### config.mk
export PLATFORM = sky130hd
export DESIGN_NAME = websocket_frame_deframer
export DESIGN_NICKNAME = d
export VERILOG_FILES = /design/src/design/wsd_pkg.sv /design/src/design/websocket_frame_deframer.sv /design/src/design/wsd_in_stage.sv /design/src/design/wsd_parser.sv /design/src/design/wsd_out_stage.sv
export VERILOG_INCLUDE_DIRS = /design/src /design/src/design
export SDC_FILE = /design/constraint.sdc
export NUM_CORES = 1
export LEC_CHECK = 0
export BUFFER_PORTS_ARGS = -buffer_cell sky130_fd_sc_hd__buf_4
export CELL_PAD_IN_SITES_DETAIL_PLACEMENT = 1
export CELL_PAD_IN_SITES_GLOBAL_PLACEMENT = 1
export CORE_UTILIZATION = 43
export DETAILED_ROUTE_END_ITERATION = 12
export PLACE_DENSITY_LB_ADDON = 0.1
export REMOVE_ABC_BUFFERS = 1
export SLEW_MARGIN = 20
export SYNTH_ARGS = -nofsm -noshare
export SYNTH_HDL_FRONTEND = slang
export SYNTH_SLANG_ARGS = --single-unit
### constraint.sdc
create_clock -name clk -period 5.5 [get_ports clk]
set_input_delay 0.825 -clock clk [delete_from_list [all_inputs] [get_ports clk]]
set_output_delay 0.825 -clock clk [all_outputs]
set_load 0.005 [all_outputs]
### src/design/websocket_frame_deframer_macros.svh
// Assertion macros for the websocket deframer modules; only wsd_parser uses them.
// Each file that asserts includes this header; it expects clk and rst in scope.
`ifndef WEBSOCKET_FRAME_DEFRAMER_MACROS_SVH
`define WEBSOCKET_FRAME_DEFRAMER_MACROS_SVH
`ifndef SYNTHESIS
`define WSD_ASSERT_NOW(lbl, ante, cons, msg) \
  lbl: assert property (@(posedge clk) disable iff (rst) (ante) |-> (cons)) \
    else $error(msg);
`define WSD_ASSERT_NEXT(lbl, ante, cons, msg) \
  lbl: assert property (@(posedge clk) disable iff (rst) (ante) |=> (cons)) \
    else $error(msg);
`else
`define WSD_ASSERT_NOW(lbl, ante, cons, msg)
`define WSD_ASSERT_NEXT(lbl, ante, cons, msg)
`endif
`endif

### src/design/wsd_pkg.sv
// Shared types and constants of the websocket frame deframer.
// Used by every module of the block; depends on nothing.
package wsd_pkg;

  // Largest message the block accepts, in bytes.
  localparam int unsigned MAX_MESSAGE = 65536;
  // Largest frame length that is not rejected as too long.
  localparam int unsigned LEN_LIMIT = (MAX_MESSAGE > 65535) ? MAX_MESSAGE : 65535;
  localparam int unsigned LEN_W     = $clog2(LEN_LIMIT + 1);
  localparam int unsigned MSG_W     = $clog2(MAX_MESSAGE + 1);
  localparam int unsigned SUM_W     = LEN_W + 1;

  // Parse phases.
  localparam logic [2:0] PH_HDR0    = 3'd0;
  localparam logic [2:0] PH_HDR1    = 3'd1;
  localparam logic [2:0] PH_EXTLEN  = 3'd2;
  localparam logic [2:0] PH_MASK    = 3'd3;
  localparam logic [2:0] PH_PAYLOAD = 3'd4;

  // Message in progress.
  localparam logic [1:0] MT_NONE = 2'd0;
  localparam logic [1:0] MT_TEXT = 2'd1;
  localparam logic [1:0] MT_BIN  = 2'd2;

  // Opcodes.
  localparam logic [3:0] OP_CONT       = 4'h0;
  localparam logic [3:0] OP_TEXT       = 4'h1;
  localparam logic [3:0] OP_BIN        = 4'h2;
  localparam logic [3:0] OP_DISCONNECT = 4'h8;
  localparam logic [3:0] OP_PING       = 4'h9;
  localparam logic [3:0] OP_PONG       = 4'hA;

  // Header field masks and length escapes.
  localparam logic [7:0] HDR_RSV_MASK = 8'h70;
  localparam logic [6:0] LEN_EXT16    = 7'd126;
  localparam logic [6:0] LEN_EXT64    = 7'd127;

  // Result kinds.
  localparam logic [2:0] KIND_TEXT  = 3'd0;
  localparam logic [2:0] KIND_PING  = 3'd1;
  localparam logic [2:0] KIND_CLOSE = 3'd2;
  localparam logic [2:0] KIND_PONG  = 3'd3;
  localparam logic [2:0] KIND_ERROR = 3'd4;

  // Error codes.
  localparam logic [1:0] ERR_RESERVED  = 2'd0;
  localparam logic [1:0] ERR_FRAME_LEN = 2'd1;
  localparam logic [1:0] ERR_ORPHAN    = 2'd2;
  localparam logic [1:0] ERR_MSG_LEN   = 2'd3;

  typedef struct packed {
    logic [2:0]  kind;
    logic        has_byte;
    logic [7:0]  data;
    logic        first;
    logic        last;
    logic [15:0] close_code;
    logic [1:0]  error_code;
  } wsd_result_t;

endpackage

### src/design/websocket_frame_deframer.sv
// WebSocket receive deframer. It takes one received byte per item on the input
// channel and sustains one byte per clock cycle while results are read out: a byte
// enters an input register, the frame parser handles it once the result register is
// free, and any result it causes is registered in the result register and shown on
// the outputs from there, until the consumer takes it.
// The parser decodes the frame header (FIN, reserved bits, opcode, mask flag and
// 7-, 16- or 64-bit length), collects the optional 4-byte masking key, and unmasks
// the payload. Text payload bytes stream out with first_of_message on the first
// item of a new message and last on the end of the final frame; binary messages are
// tracked for length but dropped. Ping payload bytes are echoed for building a pong.
// Pong and close frames each give one item at the end of the frame, close with its
// status code. A protocol error gives one error item and then the block ignores all
// bytes until reset. The rate is limited only by the single parser pass per byte;
// a held byte waits while an unread result sits in the result register, and
// in_ready follows out_ready in the same cycle when both registers are full.
// Depends on wsd_pkg, wsd_in_stage, wsd_parser and wsd_out_stage.
module websocket_frame_deframer import wsd_pkg::*; (
  input  logic        clk,
  input  logic        rst,
  input  logic        in_valid,
  output logic        in_ready,
  input  logic [7:0]  rx_byte,
  output logic        out_valid,
  input  logic        out_ready,
  output logic [2:0]  out_kind,
  output logic        has_byte,
  output logic [7:0]  out_byte,
  output logic        first_of_message,
  output logic        last,
  output logic [15:0] close_code,
  output logic [1:0]  error_code
);

  logic        held_valid;
  logic [7:0]  held_byte;
  logic        free;
  logic        step;
  logic        res_valid;
  wsd_result_t res;
  wsd_result_t held;

  // The parser consumes the held byte whenever the result register can take
  // whatever that byte produces.
  assign step = held_valid && free;

  wsd_in_stage u_in (
    .clk        (clk),
    .rst        (rst),
    .in_valid   (in_valid),
    .in_ready   (in_ready),
    .rx_byte    (rx_byte),
    .take       (step),
    .held_valid (held_valid),
    .held_byte  (held_byte)
  );

  wsd_parser u_parser (
    .clk       (clk),
    .rst       (rst),
    .step      (step),
    .rx_byte   (held_byte),
    .res_valid (res_valid),
    .res       (res)
  );

  wsd_out_stage u_out (
    .clk       (clk),
    .rst       (rst),
    .step      (step),
    .res_valid (res_valid),
    .res       (res),
    .out_ready (out_ready),
    .out_valid (out_valid),
    .free      (free),
    .held      (held)
  );

  assign out_kind         = held.kind;
  assign has_byte         = held.has_byte;
  assign out_byte         = held.data;
  assign first_of_message = held.first;
  assign last             = held.last;
  assign close_code       = held.close_code;
  assign error_code       = held.error_code;

endmodule

### src/design/wsd_in_stage.sv
// Input register of the websocket deframer: holds one received byte.
// Depends on wsd_pkg.
module wsd_in_stage import wsd_pkg::*; (
  input  logic       clk,
  input  logic       rst,
  input  logic       in_valid,
  output logic       in_ready,
  input  logic [7:0] rx_byte,
  input  logic       take,
  output logic       held_valid,
  output logic [7:0] held_byte
);

  // A new item may enter when the register is empty or is drained this cycle.
  assign in_ready = !held_valid || take;

  always_ff @(posedge clk) begin
    if (rst) begin
      held_valid <= 1'b0;
    end else if (in_ready) begin
      held_valid <= in_valid;
    end
  end

  always_ff @(posedge clk) begin
    if (in_valid && in_ready) begin
      held_byte <= rx_byte;
    end
  end

endmodule

### src/design/wsd_parser.sv
// Frame parser of the websocket deframer: header decode, unmasking, message
// tracking and error detection, one byte per step. Depends on wsd_pkg and the macros.
`include "websocket_frame_deframer_macros.svh"
module wsd_parser import wsd_pkg::*; (
  input  logic        clk,
  input  logic        rst,
  input  logic        step,
  input  logic [7:0]  rx_byte,
  output logic        res_valid,
  output wsd_result_t res
);

  logic [2:0]       phase, phase_next;
  logic             fin, fin_next;
  logic [3:0]       opcode, opcode_next;
  logic             masked, masked_next;
  logic [LEN_W-1:0] len_lo, len_lo_next;
  logic             len_hi, len_hi_next;
  logic [3:0]       aux_count, aux_count_next;
  logic [31:0]      mask_key, mask_key_next;
  logic [LEN_W-1:0] remaining, remaining_next;
  logic [1:0]       pidx, pidx_next;
  logic [MSG_W-1:0] msg_len, msg_len_next;
  logic [1:0]       msg_type, msg_type_next;
  logic             first_pending, first_pending_next;
  logic [15:0]      close_reg, close_reg_next;
  logic             halted, halted_next;

  logic             do_known, do_begin, do_event, ev_has, ev_end, begin_fail;
  logic [7:0]       ev_byte, key_byte;
  logic [LEN_W-1:0] len_val;
  logic [MSG_W-1:0] msg_base;
  logic [SUM_W-1:0] msg_sum;

  // Key byte for the current payload position, most significant byte first.
  always_comb begin
    case (pidx)
      2'd0:    key_byte = mask_key[31:24];
      2'd1:    key_byte = mask_key[23:16];
      2'd2:    key_byte = mask_key[15:8];
      default: key_byte = mask_key[7:0];
    endcase
  end

  always_comb begin
    phase_next         = phase;
    fin_next           = fin;
    opcode_next        = opcode;
    masked_next        = masked;
    len_lo_next        = len_lo;
    len_hi_next        = len_hi;
    aux_count_next     = aux_count;
    mask_key_next      = mask_key;
    remaining_next     = remaining;
    pidx_next          = pidx;
    msg_len_next       = msg_len;
    msg_type_next      = msg_type;
    first_pending_next = first_pending;
    close_reg_next     = close_reg;
    halted_next        = halted;
    res_valid          = 1'b0;
    res                = '0;
    do_known           = 1'b0;
    do_begin           = 1'b0;
    do_event           = 1'b0;
    ev_has             = 1'b0;
    ev_end             = 1'b0;
    ev_byte            = 8'd0;
    begin_fail         = 1'b0;
    len_val            = remaining;
    msg_base           = '0;
    msg_sum            = '0;

    if (step && !halted) begin
      unique case (phase)
        PH_HDR0: begin
          if (|(rx_byte & HDR_RSV_MASK)) begin
            halted_next    = 1'b1;
            res_valid      = 1'b1;
            res.kind       = KIND_ERROR;
            res.error_code = ERR_RESERVED;
          end else begin
            fin_next    = rx_byte[7];
            opcode_next = rx_byte[3:0];
            phase_next  = PH_HDR1;
          end
        end
        PH_HDR1: begin
          masked_next = rx_byte[7];
          len_lo_next = '0;
          len_hi_next = 1'b0;
          if (rx_byte[6:0] == LEN_EXT16 || rx_byte[6:0] == LEN_EXT64) begin
            aux_count_next = (rx_byte[6:0] == LEN_EXT16) ? 4'd2 : 4'd8;
            phase_next     = PH_EXTLEN;
          end else begin
            len_val        = LEN_W'(rx_byte[6:0]);
            remaining_next = len_val;
            do_known       = 1'b1;
          end
        end
        PH_EXTLEN: begin
          // Bits shifted out of the kept window only matter as "too long".
          len_hi_next    = len_hi | (|len_lo[LEN_W-1:LEN_W-8]);
          len_lo_next    = {len_lo[LEN_W-9:0], rx_byte};
          aux_count_next = (aux_count != 4'd0) ? aux_count - 4'd1 : aux_count;
          if (aux_count_next == 4'd0) begin
            if (len_hi_next || len_lo_next > LEN_W'(LEN_LIMIT)) begin
              halted_next    = 1'b1;
              res_valid      = 1'b1;
              res.kind       = KIND_ERROR;
              res.error_code = ERR_FRAME_LEN;
            end else begin
              len_val        = len_lo_next;
              remaining_next = len_lo_next;
              do_known       = 1'b1;
            end
          end
        end
        PH_MASK: begin
          mask_key_next  = {mask_key[23:0], rx_byte};
          aux_count_next = (aux_count != 4'd0) ? aux_count - 4'd1 : aux_count;
          if (aux_count_next == 4'd0) begin
            do_begin = 1'b1;
          end
        end
        PH_PAYLOAD: begin
          pidx_next      = pidx + 2'd1;
          remaining_next = (remaining != '0) ? remaining - LEN_W'(1) : remaining;
          do_event       = 1'b1;
          ev_has         = 1'b1;
          ev_byte        = rx_byte ^ key_byte;
          ev_end         = (remaining_next == '0);
        end
        default: begin
          phase_next = PH_HDR0;
        end
      endcase

      // Length complete: collect the key, or start the frame at once.
      if (do_known) begin
        mask_key_next = 32'd0;
        if (masked_next) begin
          phase_next     = PH_MASK;
          aux_count_next = 4'd4;
        end else begin
          do_begin = 1'b1;
        end
      end

      // Header complete: data frame checks, then start the payload.
      if (do_begin) begin
        if (opcode <= OP_BIN) begin
          if (opcode == OP_CONT && msg_type == MT_NONE) begin
            begin_fail     = 1'b1;
            res.error_code = ERR_ORPHAN;
          end else begin
            if (opcode != OP_CONT) begin
              msg_type_next      = (opcode == OP_TEXT) ? MT_TEXT : MT_BIN;
              first_pending_next = (opcode == OP_TEXT);
            end else begin
              msg_base = msg_len;
            end
            msg_sum = SUM_W'(msg_base) + SUM_W'(len_val);
            if (msg_sum > SUM_W'(MAX_MESSAGE)) begin
              begin_fail     = 1'b1;
              res.error_code = ERR_MSG_LEN;
            end else begin
              msg_len_next = msg_sum[MSG_W-1:0];
            end
          end
        end
        if (begin_fail) begin
          halted_next = 1'b1;
          res_valid   = 1'b1;
          res.kind    = KIND_ERROR;
        end else begin
          close_reg_next = 16'd0;
          aux_count_next = 4'd0;
          pidx_next      = 2'd0;
          if (len_val == '0) begin
            do_event = 1'b1;
            ev_end   = 1'b1;
          end else begin
            phase_next = PH_PAYLOAD;
          end
        end
      end

      // One payload position, or the end of an empty frame.
      if (do_event) begin
        if (ev_end) begin
          phase_next = PH_HDR0;
        end
        if (opcode <= OP_BIN) begin
          if (msg_type_next == MT_TEXT && (ev_has || (ev_end && fin))) begin
            res_valid          = 1'b1;
            res.kind           = KIND_TEXT;
            res.has_byte       = ev_has;
            res.data           = ev_byte;
            res.first          = first_pending_next;
            res.last           = ev_end && fin;
            first_pending_next = 1'b0;
          end
          if (ev_end && fin) begin
            msg_type_next = MT_NONE;
          end
        end else if (opcode == OP_PING) begin
          if (ev_has || ev_end) begin
            res_valid    = 1'b1;
            res.kind     = KIND_PING;
            res.has_byte = ev_has;
            res.data     = ev_byte;
            res.last     = ev_end;
          end
        end else if (opcode == OP_DISCONNECT) begin
          // The first two payload bytes form the big-endian status code.
          if (ev_has && aux_count_next < 4'd2) begin
            close_reg_next = {close_reg_next[7:0], ev_byte};
            aux_count_next = aux_count_next + 4'd1;
          end
          if (ev_end) begin
            res_valid      = 1'b1;
            res.kind       = KIND_CLOSE;
            res.close_code = (aux_count_next >= 4'd2) ? close_reg_next : 16'd0;
          end
        end else if (opcode == OP_PONG) begin
          if (ev_end) begin
            res_valid = 1'b1;
            res.kind  = KIND_PONG;
          end
        end
      end
    end
  end

  always_ff @(posedge clk) begin
    if (rst) begin
      phase         <= PH_HDR0;
      fin           <= 1'b0;
      opcode        <= OP_CONT;
      masked        <= 1'b0;
      len_lo        <= '0;
      len_hi        <= 1'b0;
      aux_count     <= 4'd0;
      mask_key      <= 32'd0;
      remaining     <= '0;
      pidx          <= 2'd0;
      msg_len       <= '0;
      msg_type      <= MT_NONE;
      first_pending <= 1'b0;
      close_reg     <= 16'd0;
      halted        <= 1'b0;
    end else begin
      phase         <= phase_next;
      fin           <= fin_next;
      opcode        <= opcode_next;
      masked        <= masked_next;
      len_lo        <= len_lo_next;
      len_hi        <= len_hi_next;
      aux_count     <= aux_count_next;
      mask_key      <= mask_key_next;
      remaining     <= remaining_next;
      pidx          <= pidx_next;
      msg_len       <= msg_len_next;
      msg_type      <= msg_type_next;
      first_pending <= first_pending_next;
      close_reg     <= close_reg_next;
      halted        <= halted_next;
    end
  end

  `WSD_ASSERT_NEXT(a_halt_sticks, halted, halted, "halted state left without reset")
  `WSD_ASSERT_NEXT(a_error_halts, res_valid && res.kind == KIND_ERROR, halted, "no halt")
  `WSD_ASSERT_NOW(a_payload_left, phase == PH_PAYLOAD, remaining != '0, "payload with none left")
  `WSD_ASSERT_NOW(a_msg_bound, 1'b1, msg_len <= MSG_W'(MAX_MESSAGE), "message above maximum")

endmodule

### src/design/wsd_out_stage.sv
// Result register of the websocket deframer: holds one result item for the consumer.
// Depends on wsd_pkg.
module wsd_out_stage import wsd_pkg::*; (
  input  logic        clk,
  input  logic        rst,
  input  logic        step,
  input  logic        res_valid,
  input  wsd_result_t res,
  input  logic        out_ready,
  output logic        out_valid,
  output logic        free,
  output wsd_result_t held
);

  // The register can take a new result when empty or being read out.
  assign free = !out_valid || out_ready;

  always_ff @(posedge clk) begin
    if (rst) begin
      out_valid <= 1'b0;
    end else if (step) begin
      out_valid <= res_valid;
    end else if (out_ready) begin
      out_valid <= 1'b0;
    end
  end

  always_ff @(posedge clk) begin
    if (step && res_valid) begin
      held <= res;
    end
  end

endmodule

Word-level counts from Yosys, hierarchy flattened

Index checks and enable logic that the tools add are counted.

Flip-flop bits (word level): 161
Input port bits: 12
Word-level logic and storage cells: 257

Add/subtract/negate cells: 5
$lt $le $gt $ge: 5
Equal/unequal tests: 13
Mux-type cells: 156
Bitwise operators: 10
Reduce and logical (&&, ||, !) cells: 43

Operators by type and width:

| kind                                                 | count |
|---|---|
| two-way mux 16 bit                                   | 12 |
| two-way mux 17 bit                                   | 10 |
| two-way mux 4 bit                                    | 18 |
| one-hot mux 17 bit (2 select lines)                  | 2 |
| two-way mux 32 bit                                   | 2 |
| two-way mux 1 bit                                    | 60 |
| two-way mux 3 bit                                    | 19 |
| one-hot mux 17 bit (3 select lines)                  | 1 |
| two-way mux 2 bit                                    | 18 |
| zero test 17 bit                                     | 2 |
| two-way mux 30 bit                                   | 1 |
| two-way mux 12 bit                                   | 2 |
| one-hot mux 8 bit (3 select lines)                   | 1 |
| adder 17 x 17 -> 18 bit                              | 1 |
| > comparator 18 x 17 -> 1 bit, second input constant | 1 |
| > comparator 17 bit, second input constant           | 1 |
| nonzero test 17 bit                                  | 1 |
| subtractor 17 x 1 -> 17 bit, second input constant   | 1 |
| equality test 7 bit, second input constant           | 2 |
| two-way mux 14 bit                                   | 1 |
| equality test 4 bit, second input constant           | 3 |
| two-way mux 9 bit                                    | 1 |
| one-hot mux 3 bit (3 select lines)                   | 1 |
| logical AND 1 bit                                    | 8 |
| 35 further kinds                                     | 63 |

Logic depth before layout (Yosys ltp)

Gate-level depths: netlist (run 1).

Depth in word-level cells: 36
Gate-level depth with buffers: 26
Mapped depth without buffers: 23

Cells and area by module

From an unflattened synthesis (run 1), not the netlist that was laid out.

Cell total of the unflattened synthesis: 1,131
Area, all modules: 9,392.8 um2

By module, submodules not included:

| module                   | times used | cells an instance | area each (um2) |
|---|---|---|---|
| wsd_parser               | 1          | 1,080             | 8,070.2 |
| wsd_out_stage            | 1          | 37                | 1,021.0 |
| wsd_in_stage             | 1          | 13                | 295.3 |
| websocket_frame_deframer | 1          | 1                 | 6.3 |

Worst setup path before layout (run 1)

OpenSTA, ideal clock, no wires.

Path type: flip-flop to flip-flop
Start: reg u_in.held_byte[5]
End: reg, netlist name u_out.held[0]
Arrival: 5,614 ps
Data required time: 5,111 ps
Path slack: -504 ps
Cell stages (with the launch flop): 22
Period minus slack after synthesis: 6,004 ps
Path through: edfxtp_1 -> clkbuf_1 -> nor3_1 -> and4_1 -> a21o_1 -> buf_6 -> a21oi_2 -> clkbuf_1 -> clkbuf_1 -> o21ai_0 -> ha_1 -> fa_1 -> a21o_1 -> a211oi_1 -> o221ai_1 -> or3_1 -> or4_1 -> o31a_1 -> nor2_4 -> o21a_4 -> o21ai_1 -> nand2_1

Word-level cells in the longest chain between the ends: 24
Elaborated cells between the ends (all ways): 57
Those cells by class: add/sub: 1; order compare: 2; eq/ne: 3; mux: 42; reduce/logical: 9

RTL lines:

| what                                                   | line                                                    | RTL |
|---|---|---|
| from (decl)                                            | wsd_in_stage.sv:11                                      | `output logic [7:0] held_byte` |
| from (signal assigned)                                 | wsd_in_stage.sv:27                                      | `held_byte <= rx_byte;` |
| > comparator 17 bit                                    | wsd_parser.sv:107                                       | `if (len_hi_next \|\| len_lo_next > LEN_W'(LEN_LIMIT)) begin` |
| logical OR 1 bit                                       | wsd_parser.sv:107                                       |  |
| two-way mux 17 bit                                     | wsd_parser.sv:107                                       |  |
| two-way mux 17 bit                                     | wsd_parser.sv:106                                       | `if (aux_count_next == 4'd0) begin` |
| one-hot mux 17 bit (2 select lines)                    | wsd_parser.sv:75                                        | `unique case (phase)` |
| two-way mux 17 bit                                     | wsd_parser.sv:74                                        | `if (step && !halted) begin` |
| adder 17 x 17 -> 18 bit                                | wsd_parser.sv:163                                       | `msg_sum = SUM_W'(msg_base) + SUM_W'(len_val);` |
| > comparator 18 x 17 -> 1 bit                          | wsd_parser.sv:164                                       | `if (msg_sum > SUM_W'(MAX_MESSAGE)) begin` |
| [... 8 more ...]                                       | n/a                                                     |  |
| two-way mux 1 bit or logical AND 1 bit (tied branches) | wsd_parser.sv:221, wsd_parser.sv:227, wsd_parser.sv:195 |  |
| two-way mux 1 bit or logical OR 1 bit (tied branches)  | wsd_parser.sv:226, wsd_parser.sv:195                    |  |
| two-way mux 1 bit or logical AND 1 bit (tied branches) | wsd_parser.sv:215, wsd_parser.sv:195                    |  |
| two-way mux 1 bit, on equally long branches            | wsd_parser.sv:207, wsd_parser.sv:195                    |  |
| two-way mux 1 bit                                      | wsd_parser.sv:194                                       | `if (opcode <= OP_BIN) begin` |
| two-way mux 1 bit *                                    | wsd_parser.sv:190                                       | `if (do_event) begin` |
| two-way mux 1 bit *                                    | wsd_parser.sv:74                                        |  |
| logical AND 1 bit *                                    | wsd_out_stage.sv:29                                     | `if (step && res_valid) begin` |

Every way passes the cells marked *; elsewhere a longest branch is shown, timed or not. The select of a mux whose other input is x is not followed.
A chain may end at the register's enable or synchronous reset.

Final worst setup path (run 1)

Start: reg u_in.held_byte[7]
End: reg, netlist name u_out.held[16]

Word-level cells in the longest chain between the ends: 27
Elaborated cells between the ends (all ways): 53
Those cells by class: add/sub: 2; order compare: 4; mux: 40; bitwise: 3; reduce/logical: 4

RTL lines:

| what                                       | line              | RTL |
|---|---|---|
| > comparator 17 bit                        | wsd_parser.sv:107 |  |
| logical OR 1 bit                           | wsd_parser.sv:107 |  |
| two-way mux 17 bit                         | wsd_parser.sv:107 |  |
| two-way mux 17 bit                         | wsd_parser.sv:106 |  |
| one-hot mux 17 bit (2 select lines)        | wsd_parser.sv:75  |  |
| two-way mux 17 bit                         | wsd_parser.sv:74  |  |
| adder 17 x 17 -> 18 bit                    | wsd_parser.sv:163 |  |
| > comparator 18 x 17 -> 1 bit              | wsd_parser.sv:164 |  |
| [... 11 more ...]                          | n/a               |  |
| two-way mux 4 bit                          | wsd_parser.sv:215 | `end else if (opcode == OP_DISCONNECT) begin` |
| two-way mux 4 bit                          | wsd_parser.sv:207 | `end else if (opcode == OP_PING) begin` |
| two-way mux 4 bit                          | wsd_parser.sv:194 |  |
| two-way mux 4 bit                          | wsd_parser.sv:190 |  |
| two-way mux 4 bit                          | wsd_parser.sv:74  |  |
| greater-or-equal comparator 4 x 2 -> 1 bit | wsd_parser.sv:224 | `res.close_code = (aux_count_next >= 4'd2) ? close_reg_next : 16'd0;` |
| NOT 1 bit (no line)                        | n/a               |  |
| OR reduction 7 bit (no line)               | n/a               |  |

Several ways; a longest one is shown, not always the timed one. The select of a mux whose other input is x is not followed.

==> metrics, run 1 <==
run status=completed; CORE AREA=21290 um2; CP endpoint kind=flip-flop; DP Area=10520 um2; Logic pwr share=8.0%; CTS clk-pin slew, worst paths=0.08 ns; hold violation count in the final report=0; Slew headroom=34.89%; syn_area_per_cell=8.279 um2; Max Cap Viol=0; Tot GR Track Use=28.11%; Synth Area in Compound Gates=25.35%; first-pass GRT wire length=49310 um; Starting Density=44.45%; leakage power=4.541 nW; smallest hold slack=0.4537 ns; CTS tree=yes; total clock buffers created by CTS=17; leading cell type by number of instances after synthesis=nor2_1; Final Wtd Congestion=0.9197; worst slew pin tran=0.9692 ns; critical setup path kind=flip-flop to flip-flop; setup_tns=0 ns; vias=9197; total power=2.655 mW; Tmin final=5.417 ns; post-synthesis register bit count=161; largest registers=u_out.held: 32 flops, u_parser.mask_key: 32 flops; Mapped Cells=1143; CP startpoint=u_in.held_byte[7]$_DFFE_PP_; Finished Layout Cells=1518; largest net degree at the start of global routing=65; post-route ant nets=0; Max FO, Critical Path=8; nets@finish=1267; clock power share=45.2%; reg2reg setup slack=0.08 ns; clk_skew=0.01495 ns; Startpoint Class=flip-flop; Synth top cells by count=nor2_1, nand2_1, dfxtp_1; # IOs=46; # port buffers=45; worst setup path endpoint=u_out.held[16]$_SDFFCE_PP0P_; number of synthesized flops with an enable pin=40; initial antenna violation count=0; CTS sink count=161; VDD IR max=0.1769 mV; Die W=150.3 um; num rows=53; Synth Area in Adders=3.491%; Area contributors post-synth=dfxtp_1, edfxtp_1, a21oi_1; Antenna Cells=0; Psw=691.8 uW; cts hold-fix bufs=0; Max clock buf depth=2; vias in the first global route=9022; Async SR Flop Fraction=0%; Max Slew Vio Count=0; main flop type after synthesis=dfxtp_1; Hold Crit Class=flip-flop to flip-flop; share of cells above drive strength 1=21.24%; top cell type's share of synthesized area=25.60%; sequential power share=46.8%; final setup violation count=0; worst skew pair latency=0.44 ns; worst path required time=5.69 ns; Final Cycle Share=98.49%; RR Endpoint=u_out.held[16]$_SDFFCE_PP0P_; xor/xnor share of the synthesized area=2.036%; Finished Cell Area=11490 um2; worst setup margin=0.08311 ns; routed len/inst=21.17 um; post-synthesis mux area share=3.306%; power per cell area=231.1 nW/um2; dpl cells=1473; CTS H-tree lvls=4; Layout area overhead=21.43%; Overflow after GRT=0; Via-to-Cell Ratio=6.059; DRT Wirelength=32130 um; Reg2Reg Depth=22; Worst Path Arrival=5.61 ns; Synth Area in Simple Gates=22.80%; Post-Route Utilization=53.98%; die height=150.3 um; DRT Pass-1 Iters=7; die area=22600 um2; hpwl dp=22530 um; reg-to-reg startpoint=u_in.held_byte[7]$_DFFE_PP_; Mapped Area=9463 um2; Starting DRT DRC Count=661; number of fill cells in the layout=2491; leading area contributor after synthesis=dfxtp_1; dpl ws=0.03121 ns; Max Clk Rate=184.6 MHz; Int Pwr=1.963 mW; Root Buffer=clkbuf_16; Switching Fraction=26.06%; Seq/Total Area, Yosys=38.29%; Yosys Warn Count=0; main combinational cell family by area after synthesis=compound AO/OA/AOI/OAI gates; DRC Markers=0; post-synthesis cell type count=91
[layout make-up]
type                       instances  area (um2)  area share (%)
clock buffer                      20       479.2           4.170
multi-input combinational        873        5672           49.36
clock inverter                    12       108.9          0.9473
timing repair buffer             143        1134           9.865
sequential                       161        3626           31.55
tap                              275       344.1           2.994
inverter                          34       127.6           1.111
[metal layers]
layer	routed length, um	GRT usage [%]	vias to the layer above
li1	-	-	4351
met1	15080	39.44	4567
met2	14970	44.84	249
met3	1666	4.424	30
met4	410	6.869	0
met5	0	0	-
[cell usage in the layout (no fill, tap or decap), drive strengths merged, types with 23 or more instances in the layout]
cell type,netlist,routed
nand2,126,126
nor2,128,128
a21oi,120,120
o21ai,64,64
and2,23,23
inv,34,42
nand3,65,65
mux2i,29,29
ha,24,24
edfxtp,40,40
a22oi,30,30
buf,14,142
dfxtp,121,121
[how the worst min path moves through the flow]
stage,slack [ns],to,cells past startpoint,start
after floorplan,0.43,u_parser.mask_key[24]$_SDFFE_PP0P_,2,u_parser.mask_key[24]$_SDFFE_PP0P_
after global placement,0.44,u_parser.mask_key[26]$_SDFFE_PP0P_,2,u_parser.mask_key[26]$_SDFFE_PP0P_
after detailed placement,0.45,u_parser.msg_len[8]$_SDFFE_PP0P_,2,u_parser.msg_len[8]$_SDFFE_PP0P_
after CTS,0.46,u_parser.msg_len[8]$_SDFFE_PP0P_,2,u_parser.msg_len[8]$_SDFFE_PP0P_
after global routing,0.48,u_parser.mask_key[25]$_SDFFE_PP0P_,2,u_parser.mask_key[25]$_SDFFE_PP0P_
final,0.45,u_parser.msg_len[8]$_SDFFE_PP0P_,2,u_parser.msg_len[8]$_SDFFE_PP0P_
[worst max-delay path: stages (launching register included)]
cell,delay (ns)
edfxtp_1,0.38
or4_1,0.54
and4b_2,0.33
a21o_4,0.19
a21oi_4,0.09
buf_6,0.16
o21ai_2,0.13
ha_2,0.25
fa_2,0.28
a211oi_4,0.09
o211ai_1,0.35
and3_1,0.27
a2bb2oi_1,0.20
nor4bb_2,0.34
nand4bb_1,0.16
a21boi_2,0.30
nor2_2,0.07
ha_1,0.33
nor2_2,0.13
nor2_2,0.05
o211ai_4,0.28
clkbuf_16,0.22
a21oi_2,0.04
[what timing repair did]
action,CTS,global route
hold endpoints to repair,0,0
setup endpoints to repair,0,96
buffers inserted,0,11
gates resized for setup,0,62
[power groups by stage]
stage | combinational (mW) | clock, mW | sequential [mW]
2_1_floorplan | 0.0866 | 0 | 1.27
3_3_place_gp | 0.193 | 0 | 1.27
3_5_place_dp | 0.196 | 0 | 1.27
4_1_cts | 0.197 | 1.22 | 1.24
5_1_grt | 0.229 | 1.25 | 1.24
6_report | 0.213 | 1.20 | 1.24
[cell families (layout without fill, tap and decap cells)]
logic type | Yosys count | after routing
compound gates | 346 | 346
buf+inv | 109 | 209
mux | 31 | 31
simple gates | 448 | 448
fa+ha+maj | 26 | 26
flops | 161 | 161
xor+xnor | 22 | 22
Power figures use the tool's default switching activity.
==> run 2, diff against run 1 <==
--- a/config.mk
+++ b/config.mk
@@ -7,7 +7,7 @@
 export NUM_CORES = 1
 export LEC_CHECK = 0
 export BUFFER_PORTS_ARGS = -buffer_cell sky130_fd_sc_hd__buf_4
-export CELL_PAD_IN_SITES_DETAIL_PLACEMENT = 1
+export CELL_PAD_IN_SITES_DETAIL_PLACEMENT = 0
 export CELL_PAD_IN_SITES_GLOBAL_PLACEMENT = 1
 export CORE_UTILIZATION = 43
 export DETAILED_ROUTE_END_ITERATION = 12
==> metrics, run 2 (synthesis results as in run 1) <==
VDD IR max=0.1924 mV; Final Cycle Share=95.50%; RR Endpoint=u_out.held[12]$_SDFFCE_PP0P_; dpl ws=0.08616 ns; setup_tns=0 ns; Die W=150.3 um; vias=9007; Via-to-Cell Ratio=5.961; Max Cap Viol=0; Worst Path Arrival=5.43 ns; Reg2Reg Depth=22; CTS tree=yes; Root Buffer=clkbuf_16; reg2reg setup slack=0.25 ns; CP endpoint kind=flip-flop; die area=22600 um2; Tot GR Track Use=26.23%; Max Slew Vio Count=0; Layout area overhead=20.43%; CTS H-tree lvls=4; largest net degree at the start of global routing=65; final setup violation count=0; Startpoint Class=flip-flop; Max clock buf depth=2; Antenna Cells=0; cts hold-fix bufs=0; reg-to-reg startpoint=u_in.held_byte[7]$_DFFE_PP_; hold violation count in the final report=0; min-delay src=u_parser.mask_key[29]$_SDFFE_PP0P_; initial antenna violation count=0; worst skew pair latency=0.44 ns; Overflow after GRT=0; first-pass GRT wire length=45660 um; total clock buffers created by CTS=17; # port buffers=45; die height=150.3 um; commonest non-fill, non-tap cells in the layout=buf_4, nor2_1, nand2_1; DRT Pass-1 Iters=5; worst setup margin=0.2475 ns; leading cell type in the layout, fill and taps excluded=buf_4; worst path required time=5.67 ns; Starting Density=44.45%; Max FO, Critical Path=8; share of cells above drive strength 1=20.23%; Final Wtd Congestion=0.9197; critical setup path kind=flip-flop to flip-flop; CTS clk-pin slew, worst paths=0.07 ns; hold path cells=2; largest registers=u_out.held: 32 flops, u_parser.mask_key: 32 flops; CORE AREA=21290 um2; power per cell area=229.0 nW/um2; worst slew pin tran=0.9437 ns; hpwl dp=20700 um; # IOs=46; Slew headroom=36.60%; Tmin final=5.252 ns; vias in the first global route=8293; CTS sink count=161; Worst Hold Path EP=u_parser.mask_key[29]$_SDFFE_PP0P_; post-route ant nets=0; DRT Wirelength=29360 um; nets@finish=1260; DRC Markers=0; Starting DRT DRC Count=747; Hold Crit Class=flip-flop to flip-flop; leakage power=4.481 nW; smallest hold slack=0.4563 ns; number of fill cells in the layout=2057; num rows=53; routed len/inst=19.43 um; clk_skew=0.02044 ns; Max Clk Rate=190.4 MHz; run status=completed
-- run 2: cell type report --
class	instances	area (um2)	share of cell area, %
clock buffers	18	429.2	3.766
flip-flops and latches	161	3625	31.81
multi-input cells	873	5649	49.57
repair buffers	136	1081	9.486
well taps	275	344.1	3.019
clock inverters	14	140.1	1.230
inverters	34	127.6	1.120
-- run 2: power by group --
group,leakage [nW],internal (mW),switching (mW)
clock network,0.268,0.604,0.560
registers,1.35,1.23,0.0104
logic,2.86,0.0809,0.124
-- run 2: worst max-delay path by stage --
stage	from	to	slack (ns)	cells after the start
2_1_floorplan	u_parser.aux_count[1]$_SDFFE_PP0P_	u_parser.msg_len[8]$_SDFFE_PP0P_	-0.84	20
3_3_place_gp	u_in.held_byte[7]$_DFFE_PP_	u_out.held[28]$_SDFFCE_PN0P_	0.16	20
3_5_place_dp	u_in.held_byte[7]$_DFFE_PP_	u_out.held[28]$_SDFFCE_PN0P_	0.09	19
4_1_cts	u_in.held_byte[7]$_DFFE_PP_	u_out.held[10]$_SDFFCE_PP0P_	0.06	19
5_1_grt	u_in.held_byte[7]$_DFFE_PP_	u_out.held[12]$_SDFFCE_PP0P_	-0.0009	22
6_report	u_in.held_byte[7]$_DFFE_PP_	u_out.held[12]$_SDFFCE_PP0P_	0.25	22
-- run 2: what timing repair did --
action / in CTS / in global routing
hold endpoints to repair: 0 / 0
gates resized for setup: 0 / 55
setup endpoints to repair: 0 / 92
setup buffers: 0 / 4
-- run 2: critical path, stage by stage (launching register included) --
cell       delay, ns
edfxtp_1        0.37
or4_1           0.55
and4b_2         0.33
a21o_4          0.19
a21oi_4         0.09
nand2_1         0.10
o21ai_2         0.06
ha_2            0.21
fa_2            0.44
a21o_1          0.24
a211oi_2        0.29
o221ai_2        0.15
o21bai_1        0.19
nor4bb_2        0.29
nand4bb_1       0.15
a21boi_2        0.25
nor2_1          0.10
ha_1            0.32
nor2_1          0.09
nor2_1          0.07
o211ai_4        0.28
clkbuf_16       0.22
a21oi_2         0.03
-- run 2: metal layers --
layer  up-vias  wire length, um  track usage, %  share of wire (%)
met3        23             1854           4.333                6.3
met2       325            13380           40.92                 46
met1      4306            13860           37.59                 47
met4         0              264           6.010               0.90
li1       4353                -               -                  -
met5         -                0               0                  0
-- run 2: metrics by stage --
step | power, mW | cells | instance area, um2 | util [%]
2_1_floorplan | 1.359 | 1068 | 9143 | -
3_3_place_gp | 1.460 | 1473 | 10520 | 49.43
3_5_place_dp | 1.461 | 1473 | 10520 | 49.43
4_1_cts | 2.628 | 1505 | 11090 | 52.11
5_1_grt | 2.695 | 1511 | 11400 | 53.54
6_report | 2.610 | 1511 | 11400 | 53.54
